===== src/hw/rtl/thmec_pkg.sv =====
// ----------------------------------------------------------------------------
// thmec_pkg
// Widths, defaults and the bin item type of the minimum-error cut block.
// ----------------------------------------------------------------------------
package thmec_pkg;

  // Fixed field widths of the channels.
  localparam int COUNT_W = 32;
  localparam int CUT_W   = 13;
  localparam int COST_W  = 44;

  // Count bits that take part in the sums.
  localparam int COUNT_BITS = 32;

  // Default number of bins in one histogram.
  localparam int MAX_BINS_DEF = 4096;

  // One bin of the histogram pair as it travels inside the block.
  typedef struct packed {
    logic [COUNT_W-1:0] count_a;
    logic [COUNT_W-1:0] count_b;
    logic               last_bin;
  } bin_t;

endpackage


===== src/hw/rtl/thmec_in_if.sv =====
// ----------------------------------------------------------------------------
// thmec_in_if
// Bin channel: one transaction carries both counts of one bin.
// ----------------------------------------------------------------------------
interface thmec_in_if;
  logic                          valid;
  logic                          ready;
  logic [thmec_pkg::COUNT_W-1:0] count_a;
  logic [thmec_pkg::COUNT_W-1:0] count_b;
  logic                          last_bin;

  modport source (output valid, count_a, count_b, last_bin, input ready);
  modport sink   (input valid, count_a, count_b, last_bin, output ready);
endinterface


===== src/hw/rtl/thmec_out_if.sv =====
// ----------------------------------------------------------------------------
// thmec_out_if
// Result channel: one transaction carries the cut of one histogram pair.
// ----------------------------------------------------------------------------
interface thmec_out_if;
  logic                         valid;
  logic                         ready;
  logic [thmec_pkg::CUT_W-1:0]  cut_bin;
  logic [thmec_pkg::COST_W-1:0] min_cost;
  logic                         bin_overflow;

  modport source (output valid, cut_bin, min_cost, bin_overflow, input ready);
  modport sink   (input valid, cut_bin, min_cost, bin_overflow, output ready);
endinterface


===== src/hw/rtl/thmec_acc.sv =====
// ----------------------------------------------------------------------------
// thmec_acc
// Input register and running accumulator: keeps the sum of (B - A), the
// total of A and the earliest bin with the smallest running difference.
// ----------------------------------------------------------------------------
module thmec_acc #(
  parameter int MAX_BINS = thmec_pkg::MAX_BINS_DEF
) (
  input  logic                                               clk,
  input  logic                                               rst_n,
  input  logic                                               bin_valid,
  output logic                                               bin_ready,
  input  thmec_pkg::bin_t                                    bin_i,
  output logic                                               fin_valid,
  input  logic                                               fin_ready,
  output logic [thmec_pkg::COUNT_BITS+$clog2(MAX_BINS+1):0]  fin_best_diff,
  output logic [thmec_pkg::COST_W-1:0]                       fin_total_a,
  output logic [$clog2(MAX_BINS+1)-1:0]                      fin_best_bin,
  output logic                                               fin_overflow
);

  localparam int BIN_W  = $clog2(MAX_BINS + 1);
  localparam int DIFF_W = thmec_pkg::COUNT_BITS + BIN_W + 1;
  localparam int TOT_W  = thmec_pkg::COST_W;

  // Input register.
  logic            s1_valid_r, s1_valid_nxt;
  thmec_pkg::bin_t s1_item_r, s1_item_nxt;

  // Running state of the current histogram pair.
  logic [DIFF_W-1:0] diff_r, diff_nxt;
  logic [TOT_W-1:0]  total_r, total_nxt;
  logic [DIFF_W-1:0] best_diff_r, best_diff_nxt;
  logic [BIN_W-1:0]  best_bin_r, best_bin_nxt;
  logic [BIN_W-1:0]  idx_r, idx_nxt;
  logic              ovf_r, ovf_nxt;

  // Finished result waiting for the output stage.
  logic              fin_valid_r, fin_valid_nxt;
  logic [DIFF_W-1:0] fin_diff_r, fin_diff_nxt;
  logic [TOT_W-1:0]  fin_total_r, fin_total_nxt;
  logic [BIN_W-1:0]  fin_bin_r, fin_bin_nxt;
  logic              fin_ovf_r, fin_ovf_nxt;

  logic              acc_go;
  logic              in_range;
  logic              better;
  logic [DIFF_W-1:0] a_ext, b_ext, diff_step;
  logic [TOT_W-1:0]  a_tot;
  logic [DIFF_W-1:0] upd_diff, upd_best_diff;
  logic [TOT_W-1:0]  upd_total;
  logic [BIN_W-1:0]  upd_idx, upd_best_bin;
  logic              upd_ovf;

  // A last bin may only be folded in once the result slot is free.
  assign acc_go    = s1_valid_r &
                     (!s1_item_r.last_bin || !fin_valid_r || fin_ready);
  assign bin_ready = !s1_valid_r || acc_go;

  // Input register loads whenever it empties or moves on.
  always_comb begin
    s1_valid_nxt = s1_valid_r;
    s1_item_nxt  = s1_item_r;
    if (bin_ready) begin
      s1_valid_nxt = bin_valid;
      s1_item_nxt  = bin_i;
    end
  end

  // One bin step: an add of B minus A and a signed compare to the best.
  always_comb begin
    a_ext     = DIFF_W'(s1_item_r.count_a[thmec_pkg::COUNT_BITS-1:0]);
    b_ext     = DIFF_W'(s1_item_r.count_b[thmec_pkg::COUNT_BITS-1:0]);
    a_tot     = TOT_W'(s1_item_r.count_a[thmec_pkg::COUNT_BITS-1:0]);
    diff_step = diff_r + b_ext - a_ext;
    in_range  = idx_r < BIN_W'(MAX_BINS);
    better    = (idx_r == '0) || ($signed(diff_step) < $signed(best_diff_r));

    upd_diff      = diff_r;
    upd_total     = total_r;
    upd_idx       = idx_r;
    upd_best_diff = best_diff_r;
    upd_best_bin  = best_bin_r;
    upd_ovf       = ovf_r;
    if (in_range) begin
      upd_diff  = diff_step;
      upd_total = total_r + a_tot;
      upd_idx   = idx_r + BIN_W'(1);
      if (better) begin
        upd_best_diff = diff_step;
        upd_best_bin  = idx_r + BIN_W'(1);
      end
    end else begin
      upd_ovf = 1'b1;
    end
  end

  // State update; a last bin hands its result over and clears the state.
  always_comb begin
    diff_nxt      = diff_r;
    total_nxt     = total_r;
    idx_nxt       = idx_r;
    best_diff_nxt = best_diff_r;
    best_bin_nxt  = best_bin_r;
    ovf_nxt       = ovf_r;
    fin_valid_nxt = fin_valid_r && !fin_ready;
    fin_diff_nxt  = fin_diff_r;
    fin_total_nxt = fin_total_r;
    fin_bin_nxt   = fin_bin_r;
    fin_ovf_nxt   = fin_ovf_r;
    if (acc_go) begin
      if (s1_item_r.last_bin) begin
        fin_valid_nxt = 1'b1;
        fin_diff_nxt  = upd_best_diff;
        fin_total_nxt = upd_total;
        fin_bin_nxt   = upd_best_bin;
        fin_ovf_nxt   = upd_ovf;
        diff_nxt      = '0;
        total_nxt     = '0;
        idx_nxt       = '0;
        best_diff_nxt = '0;
        best_bin_nxt  = BIN_W'(1);
        ovf_nxt       = 1'b0;
      end else begin
        diff_nxt      = upd_diff;
        total_nxt     = upd_total;
        idx_nxt       = upd_idx;
        best_diff_nxt = upd_best_diff;
        best_bin_nxt  = upd_best_bin;
        ovf_nxt       = upd_ovf;
      end
    end
  end

  // Control and running state.
  always_ff @(posedge clk) begin
    if (!rst_n) begin
      s1_valid_r  <= 1'b0;
      fin_valid_r <= 1'b0;
      diff_r      <= '0;
      total_r     <= '0;
      idx_r       <= '0;
      best_diff_r <= '0;
      best_bin_r  <= BIN_W'(1);
      ovf_r       <= 1'b0;
    end else begin
      s1_valid_r  <= s1_valid_nxt;
      fin_valid_r <= fin_valid_nxt;
      diff_r      <= diff_nxt;
      total_r     <= total_nxt;
      idx_r       <= idx_nxt;
      best_diff_r <= best_diff_nxt;
      best_bin_r  <= best_bin_nxt;
      ovf_r       <= ovf_nxt;
    end
  end

  // Payload registers.
  always_ff @(posedge clk) begin
    s1_item_r   <= s1_item_nxt;
    fin_diff_r  <= fin_diff_nxt;
    fin_total_r <= fin_total_nxt;
    fin_bin_r   <= fin_bin_nxt;
    fin_ovf_r   <= fin_ovf_nxt;
  end

  assign fin_valid     = fin_valid_r;
  assign fin_best_diff = fin_diff_r;
  assign fin_total_a   = fin_total_r;
  assign fin_best_bin  = fin_bin_r;
  assign fin_overflow  = fin_ovf_r;

endmodule


===== src/hw/rtl/two_histogram_min_error_cut.sv =====
// ----------------------------------------------------------------------------
// two_histogram_min_error_cut
// Minimum-error cut between a class-A and a class-B histogram.
// ----------------------------------------------------------------------------
// Bins stream in from bin 1 upward, one transaction per bin, and the block
// takes one bin every clock cycle unless a last bin is waiting in the input
// register. The rate is set by the running accumulator, which does one add
// of (B - A) and one signed compare against the best difference per cycle.
// For each cut bin b the cost is the B counts in bins 1..b plus the A counts
// above b; the earliest bin with the least cost wins. The transaction marked
// last_bin is held in the input register, folded into the accumulator's
// result slot and then moved to the output register, from which its result
// is offered. The next histogram pair may follow in the very next cycle. A
// last bin waits in the input register only while an earlier result is still
// held in both the accumulator and the output register. Bins beyond MAX_BINS
// are not summed and set bin_overflow in the result.
module two_histogram_min_error_cut #(
  parameter int MAX_BINS = thmec_pkg::MAX_BINS_DEF
) (
  input  logic          clk,
  input  logic          rst_n,
  thmec_in_if.sink      in_ch,
  thmec_out_if.source   out_ch
);

  localparam int BIN_W   = $clog2(MAX_BINS + 1);
  localparam int DIFF_W  = thmec_pkg::COUNT_BITS + BIN_W + 1;
  localparam int COST_W  = thmec_pkg::COST_W;
  localparam int CUT_W   = thmec_pkg::CUT_W;
  localparam int SUM_W   = (DIFF_W > COST_W) ? DIFF_W : COST_W;
  localparam int CUTX_W  = (BIN_W > CUT_W) ? BIN_W : CUT_W;

  thmec_pkg::bin_t   bin_item;
  logic              fin_valid;
  logic              fin_ready;
  logic [DIFF_W-1:0] fin_best_diff;
  logic [COST_W-1:0] fin_total_a;
  logic [BIN_W-1:0]  fin_best_bin;
  logic              fin_overflow;

  logic              out_valid_r, out_valid_nxt;
  logic [CUT_W-1:0]  cut_r, cut_nxt;
  logic [COST_W-1:0] cost_r, cost_nxt;
  logic              ovf_r, ovf_nxt;
  logic [SUM_W-1:0]  cost_sum;
  logic [CUTX_W-1:0] cut_ext;

  assign bin_item.count_a  = in_ch.count_a;
  assign bin_item.count_b  = in_ch.count_b;
  assign bin_item.last_bin = in_ch.last_bin;

  // Accumulator over the bins of one histogram pair.
  thmec_acc #(
    .MAX_BINS (MAX_BINS)
  ) u_acc (
    .clk           (clk),
    .rst_n         (rst_n),
    .bin_valid     (in_ch.valid),
    .bin_ready     (in_ch.ready),
    .bin_i         (bin_item),
    .fin_valid     (fin_valid),
    .fin_ready     (fin_ready),
    .fin_best_diff (fin_best_diff),
    .fin_total_a   (fin_total_a),
    .fin_best_bin  (fin_best_bin),
    .fin_overflow  (fin_overflow)
  );

  // Cost is the best running difference plus the total of A.
  assign fin_ready = !out_valid_r || out_ch.ready;
  assign cost_sum  = SUM_W'($signed(fin_best_diff)) + SUM_W'(fin_total_a);
  assign cut_ext   = CUTX_W'(fin_best_bin);

  // Output register: loads when empty or when its transaction completes.
  always_comb begin
    out_valid_nxt = out_valid_r && !out_ch.ready;
    cut_nxt       = cut_r;
    cost_nxt      = cost_r;
    ovf_nxt       = ovf_r;
    if (fin_ready) begin
      out_valid_nxt = fin_valid;
      cut_nxt       = cut_ext[CUT_W-1:0];
      cost_nxt      = cost_sum[COST_W-1:0];
      ovf_nxt       = fin_overflow;
    end
  end

  always_ff @(posedge clk) begin
    if (!rst_n) begin
      out_valid_r <= 1'b0;
    end else begin
      out_valid_r <= out_valid_nxt;
    end
  end

  always_ff @(posedge clk) begin
    cut_r  <= cut_nxt;
    cost_r <= cost_nxt;
    ovf_r  <= ovf_nxt;
  end

  assign out_ch.valid        = out_valid_r;
  assign out_ch.cut_bin      = cut_r;
  assign out_ch.min_cost     = cost_r;
  assign out_ch.bin_overflow = ovf_r;

endmodule


===== src/flat_wrapper.sv =====
// flat-port wrapper written by rule: the top's interface ports become plain ports
module two_histogram_min_error_cut_flat 
#(
  parameter int MAX_BINS = thmec_pkg::MAX_BINS_DEF
)
  (clk, rst_n, in_ch_valid, in_ch_count_a, in_ch_count_b, in_ch_last_bin, in_ch_ready, out_ch_valid, out_ch_cut_bin, out_ch_min_cost, out_ch_bin_overflow, out_ch_ready);
  thmec_in_if in_ch_i ();
  thmec_out_if out_ch_i ();
  input  logic clk;
  input  logic rst_n;
  input wire logic [$bits(in_ch_i.valid)-1:0] in_ch_valid;
  input wire logic [$bits(in_ch_i.count_a)-1:0] in_ch_count_a;
  input wire logic [$bits(in_ch_i.count_b)-1:0] in_ch_count_b;
  input wire logic [$bits(in_ch_i.last_bin)-1:0] in_ch_last_bin;
  output wire logic [$bits(in_ch_i.ready)-1:0] in_ch_ready;
  output wire logic [$bits(out_ch_i.valid)-1:0] out_ch_valid;
  output wire logic [$bits(out_ch_i.cut_bin)-1:0] out_ch_cut_bin;
  output wire logic [$bits(out_ch_i.min_cost)-1:0] out_ch_min_cost;
  output wire logic [$bits(out_ch_i.bin_overflow)-1:0] out_ch_bin_overflow;
  input wire logic [$bits(out_ch_i.ready)-1:0] out_ch_ready;
  assign in_ch_i.valid = in_ch_valid;
  assign in_ch_i.count_a = in_ch_count_a;
  assign in_ch_i.count_b = in_ch_count_b;
  assign in_ch_i.last_bin = in_ch_last_bin;
  assign in_ch_ready = in_ch_i.ready;
  assign out_ch_valid = out_ch_i.valid;
  assign out_ch_cut_bin = out_ch_i.cut_bin;
  assign out_ch_min_cost = out_ch_i.min_cost;
  assign out_ch_bin_overflow = out_ch_i.bin_overflow;
  assign out_ch_i.ready = out_ch_ready;
  two_histogram_min_error_cut #(.MAX_BINS(MAX_BINS)) u_core (.clk(clk), .rst_n(rst_n), .in_ch(in_ch_i), .out_ch(out_ch_i));
endmodule

===== config.mk =====
export PLATFORM = sky130hd
export DESIGN_NAME = two_histogram_min_error_cut_flat
export DESIGN_NICKNAME = d
export VERILOG_FILES = /design/src/hw/rtl/thmec_pkg.sv /design/src/hw/rtl/thmec_in_if.sv /design/src/hw/rtl/thmec_out_if.sv /design/src/hw/rtl/thmec_acc.sv /design/src/hw/rtl/two_histogram_min_error_cut.sv /design/src/flat_wrapper.sv
export SDC_FILE = /design/constraint.sdc
export NUM_CORES = 1
export LEC_CHECK = 0
export ABC_AREA = 1
export BUFFER_PORTS_ARGS = -buffer_cell sky130_fd_sc_hd__buf_2
export CAP_MARGIN = 0
export CORE_ASPECT_RATIO = 1.2
export CORE_MARGIN = 4
export CORE_UTILIZATION = 44
export DETAILED_ROUTE_END_ITERATION = 7
export GPL_ROUTABILITY_DRIVEN = 0
export PLACE_DENSITY_LB_ADDON = 0.1
export SYNTH_ARGS = -nofsm -noshare
export SYNTH_HDL_FRONTEND = slang
export SYNTH_SLANG_ARGS = --single-unit
export TNS_END_PERCENT = 20

===== constraint.sdc =====
create_clock -name clk -period 6.11 [get_ports clk]
set_input_delay 1.222 -clock clk [delete_from_list [all_inputs] [get_ports clk]]
set_output_delay 1.222 -clock clk [all_outputs]
set_load 0.005 [all_outputs]

# Word-level counts from Yosys, hierarchy flattened
# Cells that the tools add are included.
dict set report word_totals {
  output_inout_bits 60
  in_bits 69
  wordCells 61
  register_bits 391
}
dict set report classes {
  bitwise 1
  order_cmp 2
  muxes 17
  reduce_logical 17
  addsub 5
}
# operator count
set op_table {}
lappend op_table {{46-bit two-way mux} 5}
lappend op_table {{44-bit two-way mux} 2}
lappend op_table {{13-bit two-way mux} 5}
lappend op_table {{46-bit by 32-bit adder with 46-bit output} 1}
lappend op_table {{46-bit < comparator} 1}
lappend op_table {{46-bit by 32-bit subtractor with 46-bit output} 1}
lappend op_table {{44-bit by 32-bit adder with 44-bit output} 1}
lappend op_table {{44-bit adder} 1}
lappend op_table {{13-bit by 1-bit adder with 13-bit output, second input constant} 1}
lappend op_table {{13-bit zero test} 1}
lappend op_table {{13-bit < comparator, second input constant} 1}
lappend op_table {{1-bit zero test} 6}
lappend op_table {{1-bit logical OR} 5}
lappend op_table {{1-bit two-way mux} 5}
lappend op_table {{2-bit AND reduction} 2}
lappend op_table {{1-bit logical AND} 2}
lappend op_table {{2-bit nonzero test} 1}
lappend op_table {{1-bit bitwise AND} 1}

# Logic depth before layout (Yosys ltp)
dict set report logic_depth {
  word_depth 7
  mapped_depth 35
  depth_no_buf 33
}

# Modules after synthesis
# From an unflattened synthesis, not the netlist that was laid out.
dict set report unflattened {
  cells_unflattened 3800
  hier_area_um2 26878.3
}
# module cells_each area_each_um2 n_inst seq_area_each_um2
set modules_own_cells {}
lappend modules_own_cells {thmec_acc 3011 21499.4 1 8378.0}
lappend modules_own_cells {two_histogram_min_error_cut 789 5378.9 1 1761.7}

# Worst setup path after synthesis
# Ideal clock, no wire load.
dict set report synth_path {
  kind {input port to flip-flop}
  startpoint {in out_ch_ready}
  endpoint {reg u_core.u_acc.fin_bin_r[0] (netlist: u_core.u_acc.fin_best_bin[0]), enable pin}
  setup_slack_ns 0.449
  path_buffers 0
  setup_time_ns 0.455
  path_stages 6
  t_required_ns 5.655
  arrival_time_ns 5.205
  cell_sequence {inv_1 nand2_1 nor2_1 a21oi_1 nand2_1 inv_1}
}
dict set report synth_via {
  elab_chain_len 4
}
# element line_no
set synth_lines {}
lappend synth_lines {{start: declaration} flat_wrapper.sv:20} ;# input wire logic [$bits(out_ch_i.ready)-1:0] out_ch_ready;
lappend synth_lines {{1-bit logical OR} two_histogram_min_error_cut.sv:70} ;# assign fin_ready = !out_valid_r || out_ch.ready;
lappend synth_lines {{1-bit logical OR} thmec_acc.sv:57} ;# (!s1_item_r.last_bin || !fin_valid_r || fin_ready);
lappend synth_lines {{1-bit bitwise AND} thmec_acc.sv:56} ;# assign acc_go = s1_valid_r &
lappend synth_lines {{2-bit AND reduction (no source line)} -}
lappend synth_lines {{end signal: assignment} thmec_acc.sv:163} ;# fin_bin_r <= fin_bin_nxt;
lappend synth_lines {{end: declaration} thmec_acc.sv:42} ;# logic [BIN_W-1:0] fin_bin_r, fin_bin_nxt;
# No other way between the ends.
# A chain may end at the register's enable or synchronous reset.

# Final worst setup path
dict set report layout_path {
  startpoint {reg u_core.u_acc.s1_item_r, in the netlist u_core.u_acc.a_ext[28]}
  endpoint {reg u_core.u_acc.fin_diff_r[8] (netlist: u_core.u_acc.fin_best_diff[8]), data pin}
}
dict set report layout_via {
  elab_chain_len 5
}
# element line_no
set layout_lines {}
lappend layout_lines {{start: declaration} thmec_acc.sv:28} ;# thmec_pkg::bin_t s1_item_r, s1_item_nxt;
lappend layout_lines {{start signal: assignment} thmec_acc.sv:160} ;# s1_item_r <= s1_item_nxt;
lappend layout_lines {{46-bit by 32-bit subtractor with 46-bit output} thmec_acc.sv:75} ;# diff_step = diff_r + b_ext - a_ext;
lappend layout_lines {{46-bit < comparator} thmec_acc.sv:77} ;# better = (idx_r == '0) || ($signed(diff_step) < $signed(best_diff_r));
lappend layout_lines {{1-bit logical OR} thmec_acc.sv:77}
lappend layout_lines {{46-bit two-way mux} thmec_acc.sv:89} ;# if (better) begin
lappend layout_lines {{46-bit two-way mux} thmec_acc.sv:85} ;# if (in_range) begin
lappend layout_lines {{via u_core.u_acc.upd_best_diff[8]} thmec_acc.sv:50} ;# logic [DIFF_W-1:0] upd_diff, upd_best_diff;
lappend layout_lines {{end signal: assignment} thmec_acc.sv:161} ;# fin_diff_r <= fin_diff_nxt;
lappend layout_lines {{end: declaration} thmec_acc.sv:40} ;# logic [DIFF_W-1:0] fin_diff_r, fin_diff_nxt;
# The timed path passes the listed nets, and every way through them passes these cells.

==> impl_metrics.py <==
metrics = {
    "detailed_routing": {
        "via_per_inst": 5.34,
        "first_iter_violations": 2170,
        "drc": 0,
        "drt_wl_total_mm": 82.2,
        "first_pass_iters": 6,
        "wl_per_cell_um": 18.9,
        "vias": 23300,
        "final_antenna_net_count": 0,
    },
    "layout": {
        "fillers": 5677,
        "drive_gt1_frac": 0.0742,
        "antennaDiodeCount": 0,
        "synthToLayoutAreaGrowth_pct": 11.5,
        "final_nets": 3862,
    },
    "sta": {
        "min_period_ns": 5.80,
        "rsz0062_at_grt": "false",
        "finalSetupTns_ns": 0,
        "tightest_slew_ns": 1.05,
        "finalHoldViolCount": 0,
        "holdWs_ns": 0.421,
        "fin_skew_ns": 0.0146,
        "fmax_ghz": 0.172,
        "post-route-period-util": 0.949,
        "slew_viol_final": 0,
        "setup_viol": 0,
        "relSlewSlack": 0.301,
    },
    "setup_path": {
        "crit_required_ns": 6.43,
        "critical_path_peak_fanout": 30,
        "crit_type": "register to register",
        "max_stage_delay_ns": 0.55,
        "startpoint": "u_core.u_acc.a_ext[28]",
        "cp_slowest_cell": "fa_1",
        "start_kind": "register",
        "endpoint": "u_core.u_acc.fin_best_diff[8]",
        "worstSetupPathDepth": 26,
        "crit_top_cell": "nand2_1",
        "critPathBufInv": 5,
        "end_kind": "register",
        "r2r_setup_slack_ns": 0.31,
        "r2r_start": "u_core.u_acc.a_ext[28]",
        "reg2regPathDepth": 26,
        "cpLargestDelayFamily": "simple AND/OR/NAND/NOR gates",
        "cp_data_arrival_time_ns": 6.11,
        "reg2reg_to": "u_core.u_acc.fin_best_diff[8]",
    },
    "cts": {
        "clk_latency_ns": 0.57,
        "htreeDepth": 2,
        "root_buffer": "clkbuf_16",
        "clk_path_buf_depth": 3,
        "clock-sinks": 391,
        "clk_pin_slew_worst_paths_ns": 0.06,
        "cts_tree": "done",
        "cts_buffers": 43,
    },
    "place": {
        "port_buffers": 128,
        "hpwl_mm": 64.5,
    },
    "grt": {
        "grt-ovfl-total": 0,
        "grt_antenna_before_repair": 0,
        "grt_max_degree": 97,
        "grt_usage": 0.259,
        "grt_pass1_vias": 22700,
        "grt_pass1_wl_mm": 127,
    },
    "floorplanning": {
        "core.rowCount": 96,
        "die_x_um": 228,
        "fp.dieH_um": 272,
        "ioPinCount": 129,
        "dieArea_um2": 62200,
        "core_um2": 57400,
        "start_util": 0.446,
    },
    "job": {
        "maxCapViolCount": 0,
    },
    "min_path": {
        "hp-class": "register to register",
    },
    "synth": {
        "avgSynthCellArea_um2": 7.39,
        "async_flop_share": 0,
        "synth_seq_cells": 391,
        "yosysSeqAreaShare": 0.393,
        "mappedNetlistArea_um2": 25600,
        "synth_common_cells": "958 x nand2_1, 617 x inv_1, 330 x a21oi_1, 260 x nand3_1, 225 x edfxtp_1",
        "netlist_instances": 3469,
        "ys_warn_count": 0,
        "ys_top_cells_by_area": "edfxtp_1 26%, nand2_1 14%, dfxtp_1 13%",
        "synth_edf_count": 225,
        "synth_top_area_cell": "edfxtp_1",
        "synth_top_area_share": 0.264,
        "synthFlopType": "edfxtp_1",
        "yosysMostFrequentCell": "nand2_1",
        "synth_nets": 3740,
        "synth.distinct_cells": 46,
    },
    "power_and_ir_drop": {
        "irDropWorstVdd_v": 0.000203,
        "powerDensity_nw_per_um2": 308,
        "p_leak_nw": 13.1,
    },
    "run_status": {
        "status": "finished, final reports clean",
    },
}
==> power by group <==
group          switching (mW)  total (mW)  internal [mW]
Combinational            1.90        2.93           1.03
Sequential              0.113        3.20           3.08
Clock                    1.10        2.69           1.58
Total                    3.12        8.81           5.69
==> registers in the layout, summed over array words and instances (netlist names) <==
register                    flops
u_core.out_ch.min_cost         44
u_core.u_acc.diff_r            46
u_core.u_acc.fin_valid          1
u_core.u_acc.idx_r             13
u_core.u_acc.fin_best_diff     44
u_core.u_acc.best_bin_r        13
u_core.out_ch.bin_overflow      1
u_core.u_acc.fin_best_bin      13
u_core.u_acc.best_diff_r       46
u_core.u_acc.s1_valid_r         1
u_core.u_acc.ovf_r              1
u_core.out_ch.valid             1
u_core.u_acc.s1_item_r          1
u_core.u_acc.fin_total_a       44
u_core.out_ch.cut_bin          13
u_core.u_acc.b_ext             32
u_core.u_acc.a_ext             32
u_core.u_acc.total_r           44
u_core.u_acc.fin_overflow       1
==> cell families after synthesis <==
| group | synth area share |
|---|---|
| flops | 0.393 |
| fa+ha+maj | 0.109 |
| simple gates | 0.259 |
| mux | 0.000391 |
| xor+xnor | 0.0304 |
| compound gates | 0.104 |
| buf+inv | 0.104 |
==> per-stage QoR <==
step	instance area (µm²)	utilization	total power, mW	setup slack [ns]	std cells
floorplan	25600	-	5.17	0.449	3469
global placement	27100	0.472	6.08	0.264	4281
detailed placement	27100	0.472	6.13	0.198	4281
CTS	28600	0.497	8.83	0.184	4361
global route	28600	0.498	9.35	0.0595	4361
finish	28600	0.498	8.81	0.313	4361
==> worst min path at each step <==
stage / start / endpoint / depth (start not counted)
after floorplan: u_core.u_acc.fin_overflow / u_core.out_ch.bin_overflow / 0
after global placement: u_core.u_acc.fin_best_bin[7] / u_core.out_ch.cut_bin[7] / 0
after detailed placement: u_core.u_acc.fin_best_bin[6] / u_core.out_ch.cut_bin[6] / 0
after CTS: u_core.u_acc.fin_best_bin[6] / u_core.out_ch.cut_bin[6] / 0
after global routing: u_core.u_acc.fin_best_bin[3] / u_core.out_ch.cut_bin[3] / 0
final: u_core.u_acc.fin_best_bin[5] / u_core.out_ch.cut_bin[5] / 0
==> routing by layer <==
layer  global-route usage  vias to the layer above  wire (µm)
li1                     -                    11400          -
met1                0.325                    10800      34100
met2                0.443                      878      38500
met3               0.0319                      235       4920
met4                0.123                        0       4720
met5                    0                        -          0
==> cell type report <==
| type | instances | area (µm²) | area share |
|---|---|---|---|
| Timing Repair Buffer | 156 | 867 | 0.0303 |
| Sequential cell | 391 | 10100 | 0.353 |
| Multi-Input combinational cell | 2378 | 12900 | 0.453 |
| Inverter | 621 | 2340 | 0.0818 |
| Clock inverter | 28 | 308 | 0.0108 |
| Clock buffer | 52 | 1130 | 0.0396 |
| Tap cell | 735 | 920 | 0.0322 |
==> layout by cell type, fill, tap and decap left out, types with 8 or more instances in the layout <==
cell type and count:
o21ai_0 106, o211ai_1 8, a21o_1 9, buf_2 128, a31oi_1 10, nor3_1 25, edfxtp_1 225, nor2_1 210
o21a_1 9, ha_1 168, clkbuf_1 8, dfxtp_1 166, inv_1 614, nand2_2 12, and2_1 57, buf_4 26
clkinv_2 12, xnor2_1 25, or2_2 15, o21bai_1 14, nand4_1 26, nand3_1 256, nand2_1 957, xor2_1 62
fa_1 34, a21oi_1 330, clkbuf_16 44
==> what timing repair did <==
action / in CTS / in global routing
hold buffers: 0 / 0
setup buffers: 0 / 0
gates resized for setup: 0 / 6
setup endpoints to repair: 0 / 92
(Power assumes the default switching activity.)
